--- config.mk ---
export PLATFORM = sky130hd
export DESIGN_NAME = modular_exponentiation
export DESIGN_NICKNAME = d
export VERILOG_FILES = /design/src/rtl/modexp_pkg.sv /design/src/rtl/modular_exponentiation.sv /design/src/rtl/modexp_mulmod.sv
export SDC_FILE = /design/constraint.sdc
export NUM_CORES = 1
export LEC_CHECK = 0
export BUFFER_PORTS_ARGS = -buffer_cell sky130_fd_sc_hd__buf_2
export CORE_ASPECT_RATIO = 0.9
export CORE_MARGIN = 1
export CORE_UTILIZATION = 40
export CTS_CLUSTER_SIZE = 10
export DETAILED_ROUTE_END_ITERATION = 8
export GPL_TIMING_DRIVEN = 0
export PLACE_DENSITY_LB_ADDON = 0.12
export SYNTH_ARGS = -nofsm -noshare
export SYNTH_HDL_FRONTEND = slang
export SYNTH_SLANG_ARGS = --single-unit
--- constraint.sdc ---
create_clock -name clk -period 6.3 [get_ports clk]
set_input_delay 0.945 -clock clk [delete_from_list [all_inputs] [get_ports clk]]
set_output_delay 0.945 -clock clk [all_outputs]
set_load 0.05 [all_outputs]
--- src/rtl/modexp_pkg.sv ---
`default_nettype none

package modexp_pkg;

    localparam int ModWidth             = 31;
    localparam int BaseWidth            = 63;
    localparam int ExpWidth             = 31;
    localparam int ExponentWidthDefault = 31;
    localparam int CntWidth             = $clog2(BaseWidth + 1);

    localparam logic [ModWidth-1:0] ModulusReset = 31'd1000000007;

    typedef enum logic
    {
        OpReduce,
        OpMul
    } op_t;

    // request to the shared shift-add unit
    typedef struct packed
    {
        logic                 start;
        op_t                  op;
        logic [BaseWidth-1:0] mpl;
        logic [ModWidth-1:0]  addend;
    } unit_cmd_t;

    typedef struct packed
    {
        logic                done;
        logic [ModWidth-1:0] result;
    } unit_rsp_t;

endpackage

`default_nettype wire

--- src/rtl/modular_exponentiation.sv ---
// Flow: the base is first reduced mod the modulus, then one modular product per set
//   exponent bit and one squaring per bit below the top set bit; a zero modulus
//   skips the reduction and the products and goes straight to the finish state.
// Requests: one at a time, the next taken once the result is raised; a held result
//   delays the finish.
// Reset: rst_n asynchronous, active low; clears control and loads modulus 1000000007.
`default_nettype none

module modular_exponentiation
#(
    parameter int EXPONENT_WIDTH = modexp_pkg::ExponentWidthDefault
)
(
    input  wire logic                              clk,
    input  wire logic                              rst_n,
    input  wire logic                              cfg_valid,
    output      logic                              cfg_ready,
    input  wire logic [modexp_pkg::ModWidth-1:0]   modulus,
    input  wire logic                              in_valid,
    output      logic                              in_stall,
    input  wire logic [modexp_pkg::BaseWidth-1:0]  base,
    input  wire logic [modexp_pkg::ExpWidth-1:0]   exponent,
    output      logic                              out_valid,
    input  wire logic                              out_stall,
    output      logic [modexp_pkg::ModWidth-1:0]   power_mod
);

    localparam int MW = modexp_pkg::ModWidth;
    localparam int BW = modexp_pkg::BaseWidth;
    localparam int EW = modexp_pkg::ExpWidth;

    localparam logic [EW-1:0] ExpMask = (EXPONENT_WIDTH >= EW) ? {EW{1'b1}} :
        EW'((64'd1 << EXPONENT_WIDTH) - 64'd1);

    typedef enum logic [2:0]
    {
        S_IDLE,
        S_REDUCE,
        S_MUL_ACC,
        S_MUL_SQ,
        S_FINISH
    } state_t;

    state_t              state_reg;
    logic [MW-1:0]       modulus_reg;
    logic [EW-1:0]       exp_reg;
    logic [MW-1:0]       acc_reg;
    logic [MW-1:0]       sq_reg;
    logic                out_valid_reg;
    logic [MW-1:0]       power_mod_reg;

    modexp_pkg::unit_cmd_t cmd;
    modexp_pkg::unit_rsp_t rsp;

    logic          accept;
    logic [MW-1:0] sq_cur;
    logic [EW-1:0] exp_view;
    logic          do_acc;
    logic          do_sq;
    logic          finish;

    assign accept    = in_valid && !in_stall;
    assign in_stall  = (state_reg != S_IDLE);
    assign cfg_ready = 1'b1;
    assign out_valid = out_valid_reg;
    assign power_mod = power_mod_reg;

    // latest square: straight from the unit in the cycle it completes
    assign sq_cur = (state_reg == S_REDUCE || state_reg == S_MUL_SQ) ? rsp.result : sq_reg;

    // next step decision on the remaining exponent bits
    always_comb
    begin
        exp_view = exp_reg;
        if (state_reg == S_MUL_SQ || state_reg == S_MUL_ACC)
        begin
            exp_view = exp_reg >> 1;
        end
        do_acc = 1'b0;
        do_sq  = 1'b0;
        finish = 1'b0;
        if (state_reg == S_MUL_ACC)
        begin
            // bit just consumed; square only if higher bits remain
            if (exp_view == '0)
            begin
                finish = 1'b1;
            end
            else
            begin
                do_sq = 1'b1;
            end
        end
        else if (exp_view == '0)
        begin
            finish = 1'b1;
        end
        else if (exp_view[0])
        begin
            do_acc = 1'b1;
        end
        else
        begin
            do_sq = 1'b1;
        end
    end

    always_comb
    begin
        cmd.start  = 1'b0;
        cmd.op     = modexp_pkg::OpMul;
        cmd.mpl    = {sq_cur, {(BW-MW){1'b0}}};
        cmd.addend = sq_cur;
        case (state_reg)
            S_IDLE:
            begin
                if (accept && modulus_reg != '0)
                begin
                    cmd.start = 1'b1;
                    cmd.op    = modexp_pkg::OpReduce;
                    cmd.mpl   = base;
                end
            end
            S_REDUCE, S_MUL_ACC, S_MUL_SQ:
            begin
                if (rsp.done && !finish)
                begin
                    cmd.start = 1'b1;
                    if (do_acc)
                    begin
                        cmd.mpl = {acc_reg, {(BW-MW){1'b0}}};
                    end
                end
            end
            default:
            begin
                cmd.start = 1'b0;
            end
        endcase
    end

    modexp_mulmod u_mulmod
    (
        .clk     (clk),
        .rst_n   (rst_n),
        .modulus (modulus_reg),
        .cmd     (cmd),
        .rsp     (rsp)
    );

    always_ff @(posedge clk or negedge rst_n)
    begin
        if (!rst_n)
        begin
            state_reg     <= S_IDLE;
            modulus_reg   <= modexp_pkg::ModulusReset;
            exp_reg       <= '0;
            acc_reg       <= '0;
            sq_reg        <= '0;
            out_valid_reg <= 1'b0;
            power_mod_reg <= '0;
        end
        else
        begin
            if (cfg_valid && cfg_ready)
            begin
                modulus_reg <= modulus;
            end
            // the finish state loads its own result below
            if (out_valid_reg && !out_stall && state_reg != S_FINISH)
            begin
                out_valid_reg <= 1'b0;
            end
            case (state_reg)
                S_IDLE:
                begin
                    if (accept)
                    begin
                        exp_reg <= exponent & ExpMask;
                        // modulus of one or zero gives 0 whatever the exponent
                        acc_reg <= (modulus_reg == MW'(1) || modulus_reg == '0) ?
                                   '0 : MW'(1);
                        if (modulus_reg == '0)
                        begin
                            state_reg <= S_FINISH;
                        end
                        else
                        begin
                            state_reg <= S_REDUCE;
                        end
                    end
                end
                S_REDUCE, S_MUL_ACC, S_MUL_SQ:
                begin
                    if (rsp.done)
                    begin
                        if (state_reg == S_MUL_ACC)
                        begin
                            acc_reg <= rsp.result;
                        end
                        else
                        begin
                            sq_reg <= rsp.result;
                        end
                        if (state_reg == S_MUL_SQ)
                        begin
                            exp_reg <= exp_reg >> 1;
                        end
                        if (finish)
                        begin
                            state_reg <= S_FINISH;
                        end
                        else if (do_acc)
                        begin
                            state_reg <= S_MUL_ACC;
                        end
                        else
                        begin
                            state_reg <= S_MUL_SQ;
                        end
                    end
                end
                S_FINISH:
                begin
                    if (!out_valid_reg || !out_stall)
                    begin
                        power_mod_reg <= acc_reg;
                        out_valid_reg <= 1'b1;
                        state_reg     <= S_IDLE;
                    end
                end
                default:
                begin
                    state_reg <= S_IDLE;
                end
            endcase
        end
    end

endmodule

`default_nettype wire

--- src/rtl/modexp_mulmod.sv ---
`default_nettype none

// Shift-add modular unit, one multiplier bit per cycle, MSB first.
// OpReduce: result = mpl mod modulus (63 steps).
// OpMul:    result = mpl[62:32] * addend mod modulus (31 steps).
module modexp_mulmod
(
    input  wire logic                             clk,
    input  wire logic                             rst_n,
    input  wire logic [modexp_pkg::ModWidth-1:0]  modulus,
    input  wire modexp_pkg::unit_cmd_t            cmd,
    output modexp_pkg::unit_rsp_t                 rsp
);

    localparam int MW = modexp_pkg::ModWidth;
    localparam int BW = modexp_pkg::BaseWidth;
    localparam int CW = modexp_pkg::CntWidth;

    logic                busy_reg;
    logic                done_reg;
    logic [CW-1:0]       cnt_reg;
    logic [BW-1:0]       mpl_reg;
    logic [MW-1:0]       addend_reg;
    modexp_pkg::op_t     op_reg;
    logic [MW-1:0]       r_reg;
    logic [MW-1:0]       r_next;

    logic [MW+1:0] x;
    logic [MW+1:0] t;
    logic [MW+1:0] m1;
    logic [MW+1:0] m2;
    logic [MW+1:0] t_red;

    // r < m and x < m (or x is one bit), so 2r + x < 3m: at most two subtractions
    always_comb
    begin
        x = '0;
        if (op_reg == modexp_pkg::OpReduce)
        begin
            x[0] = mpl_reg[BW-1];
        end
        else if (mpl_reg[BW-1])
        begin
            x = {2'b00, addend_reg};
        end
        t  = {1'b0, r_reg, 1'b0} + x;
        m1 = {2'b00, modulus};
        m2 = {1'b0, modulus, 1'b0};
        if (t >= m2)
        begin
            t_red = t - m2;
        end
        else if (t >= m1)
        begin
            t_red = t - m1;
        end
        else
        begin
            t_red = t;
        end
        r_next = t_red[MW-1:0];
    end

    always_ff @(posedge clk or negedge rst_n)
    begin
        if (!rst_n)
        begin
            busy_reg <= 1'b0;
            done_reg <= 1'b0;
            cnt_reg  <= '0;
        end
        else
        begin
            done_reg <= 1'b0;
            if (cmd.start)
            begin
                busy_reg <= 1'b1;
                cnt_reg  <= (cmd.op == modexp_pkg::OpReduce) ? CW'(BW) : CW'(MW);
            end
            else if (busy_reg)
            begin
                cnt_reg <= cnt_reg - CW'(1);
                if (cnt_reg == CW'(1))
                begin
                    busy_reg <= 1'b0;
                    done_reg <= 1'b1;
                end
            end
        end
    end

    always_ff @(posedge clk)
    begin
        if (cmd.start)
        begin
            r_reg      <= '0;
            mpl_reg    <= cmd.mpl;
            addend_reg <= cmd.addend;
            op_reg     <= cmd.op;
        end
        else if (busy_reg)
        begin
            r_reg   <= r_next;
            mpl_reg <= {mpl_reg[BW-2:0], 1'b0};
        end
    end

    assign rsp.done   = done_reg;
    assign rsp.result = r_reg;

endmodule

`default_nettype wire

==> parameters.txt <==
Parameter                              Value

Run status
  Result of the run ... finished clean

Critical path
  Data arrival at the endpoint of the critical path ... 6430 ps
  Category of the worst setup path capture point ... flip-flop
  Startpoint type of the worst setup path ... flip-flop
  Flop2flop setup slack ... 300 ps
  Class of the most critical setup path ... reg -> reg
  Maximum net fanout on the critical path ... 10
  Required arrival time at the worst endpoint ... 6730 ps

Die
  Initial core utilization ... 0.406
  Total I/O pin count ... about 160
  Die span in y ... 203 um
  Area inside the core boundary ... 44200 um2
  Floorplan row count ... 73
  X dimension of the die ... approximately 230 um
  Die outline area ... ~46000 um2

Clock network
  Root Buffer Master ... clkbuf_16
  Clock Latency Late Sink ... approximately 560 ps
  Deepest clock path buffer count ... 3
  H-tree levels ... 2
  TritonCTS clock tree ... built
  Count of clock tree sinks ... about 290
  Clk pin slew, worst setup/hold paths ... 60 ps
  TritonCTS buffer count ... 37

Global routing
  Wire length of the first global-routing pass ... 85.8 mm
  Total Routing Usage GR ... 0.243
  Vias in the first global route ... between 10000 and 15000
  Congestion Overflow GR ... 0
  Pin count of the biggest net entering global routing ... 103
  Initial antenna violation count ... 0

Layout
  Syn-to-layout area delta ... 16.0%
  Net count reported at finish ... 2344
  Max reg flops ... 63
  Utilization of the core after routing ... 0.471
  Design Area, Final ... roughly 21000 um2
  Count of non-filler cells in the finished layout ... 2746
  Fraction of final layout cells with drive strength greater than 1 ... 0.163

Timing
  Highest attainable clock frequency ... around 0.17 GHz
  Setup slack after layout ... 304 ps
  Worst Max-Slew Pin Slew ... roughly 1300 ps
  Slew Viols, Final ... 0
  Crit path time final ... between 5000 and 6000 ps
  Worst Clk Skew ... just over 20 ps
  Count of endpoints failing hold in the final timing report ... 0
  Final number of setup-violating endpoints ... 0
  Setup repair after global routing missed its margin ... false
  Worst max-slew margin expressed relative to the limit ... 0.144
  Hold slack ... 359 ps
  Final worst-path cycle share ... 0.952
  Sum of negative setup slack ... 0 ps

Synth
  Number of flops mapped to enable cells by yosys ... 95
  Yosys reg bits ... 293
  Netlist cell types ... 83
  Biggest area contributors in the synthesized netlist ... dfrtp_1 (21%), edfxtp_1 (16%), ha_1 (6.6%)
  Async set-or-reset flop fraction in the synthesized netlist ... 0.570
  Number of nets produced by synthesis ... 2137
  Number of warnings printed during yosys synthesis ... 0
  Sequential fraction of the synthesis area ... 0.427
  Largest area contributor in the netlist ... dfrtp_1
  Share of the synthesized area in the top cell type ... 0.210
  Netlist area before placement ... 18000 um2
  Leading post-synthesis cells by instance count ... a21oi_1 (205), nor2_1 (185), nand2_1 (168)
  XOR/XNOR share of the synthesized area ... 0.0385
  Post-synthesis average cell area ... 9.40 um2
  Fraction of synthesized area in multiplexers ... 0.0851
  Cell with the most instances after synthesis ... a21oi_1
  Post-synthesis compound-gate area fraction ... 0.201
  Primary flip-flop cell chosen by synthesis mapping ... dfrtp_1
  Combinational family with the most area after synthesis ... compound AO/OA/AOI/OAI gates
  Post-synthesis cell count ... 1910
  Simple-gate share of the synthesized area ... 0.137
  Adder and majority gate portion of the synthesized area ... 0.0689

Drt
  Total via count in the routed design ... 15400
  Number of remaining DRC errors ... 0
  Drt wl/cell ... about 20 um
  Ratio of routed vias to standard cells ... 5.62
  Count of routing violations after the opening detailed-route iteration ... 1281
  Router iterations before antenna repair ... 5
  Total wire length after detailed routing ... 55.7 mm
  Residual antenna-violating net count after detailed routing ... 0

Placed design
  Count of input and output buffers ... 161
  Dpl hpwl ... 43.7 mm
  Placed Cells incl. Taps ... approximately 2700
  Routability congestion estimate from global placement ... 0.908
  Cell Area, Placed ... 19600 um2
  Placement-stage worst setup slack ... -90.4 ps

Flow run
  Max Cap Violations ... 0

Pwr
  Pwr per Cell Area ... 408 nW/um2
  Post-route total power ... 8.48 mW
  Leakage ... 9.56 nW
  VDD IR max ... 0.196 mV

Min path
  Path type of the worst min-delay path ... in -> async
==> critical path, cell delays in order (launching register included) <==
cell and delay [ps]:
edfxtp_1 440, clkbuf_1 310, and3_1 220, ha_1 290, and2_1 180, a311o_1 320
a211oi_2 290, a21oi_2 170, or2_2 340, a31oi_1 210, xnor2_1 240, ha_1 350
a2111oi_2 400, o21ai_0 190, a31oi_1 200, nor2b_1 60, or4_4 460, o21ai_2 180
and3b_2 280, buf_4 220, o31ai_1 100, a311oi_1 320, nor2_1 90
==> path summary, 6_finish.rpt <==
check,start,to,cells past startpoint
worst min-delay path,rst_n,modulus_reg[5],1
max in group asynchronous,rst_n,acc_reg[24],2
min in group clk,power_mod[2],power_mod[2],1
worst max register to register,u_mulmod.mpl_reg[62],u_mulmod.r_reg[18],22
worst min register to register,power_mod[2],power_mod[2],1
worst max-delay path,u_mulmod.mpl_reg[62],u_mulmod.r_reg[18],22
==> what timing repair did <==
action	4_1_cts	5_1_grt
gates cloned	0	0
hold buffers	0	0
pin swaps	0	1
setup endpoints to repair	18	31
setup buffers	0	4
gates resized for setup	3	18
==> report_power, final <==
part	internal [mW]	switching, mW
logic	1.66	2.41
clock network	1.18	0.847
registers	2.16	0.226
total	5.01	3.48
==> layout make-up <==
class | instances | area [um2]
Multi-Input combinational cell | 1428 | 9580
Clock buffer | 60 | 1040
Clock inverter | 7 | 88.8
Timing Repair Buffer | 168 | 921
Antenna cell | 1 | 2.50
Buffer | 107 | 453
Fill cell | 4384 | 23400
Sequential cell | 293 | 7670
Tap cell | 600 | 751
Inverter | 82 | 308
==> cell usage in the layout (no fill, tap or decap), types with 23 or more instances in the layout <==
cell type	n
nand3_1	38
dfrtp_1	151
dfxtp_1	31
a21o_1	30
buf_2	166
clkbuf_16	38
mux2i_1	66
a31oi_1	28
xor2_1	26
nor3_1	23
a22o_1	34
o21ai_0	115
mux2_2	75
inv_1	79
edfxtp_1	95
ha_1	94
clkbuf_1	96
and3_1	38
a211oi_1	43
nand2_1	168
a21oi_1	204
xnor2_1	53
nor2_1	185
==> routing by layer <==
metal  up-vias  share of wire  global-route usage
li1       7393              -                   -
met1      7625           0.49               0.363
met2       373           0.45               0.375
met3        42          0.051              0.0334
met4         0          0.012              0.0452
met5         -              0                   0
==> cell families (layout without fill, tap and decap cells) <==
| kind of cell | after synthesis | after routing |
|---|---|---|
| adders and majority gates | 97 | 97 |
| and+or+nand+nor | 540 | 540 |
| other | 1 | 2 |
| muxes | 143 | 143 |
| xor gates and xnor gates | 79 | 79 |
| AOI/OAI and AO/OA | 568 | 568 |
| DFF | 293 | 293 |
| buffers and inverters | 189 | 424 |
Power figures use the tool's default switching activity.
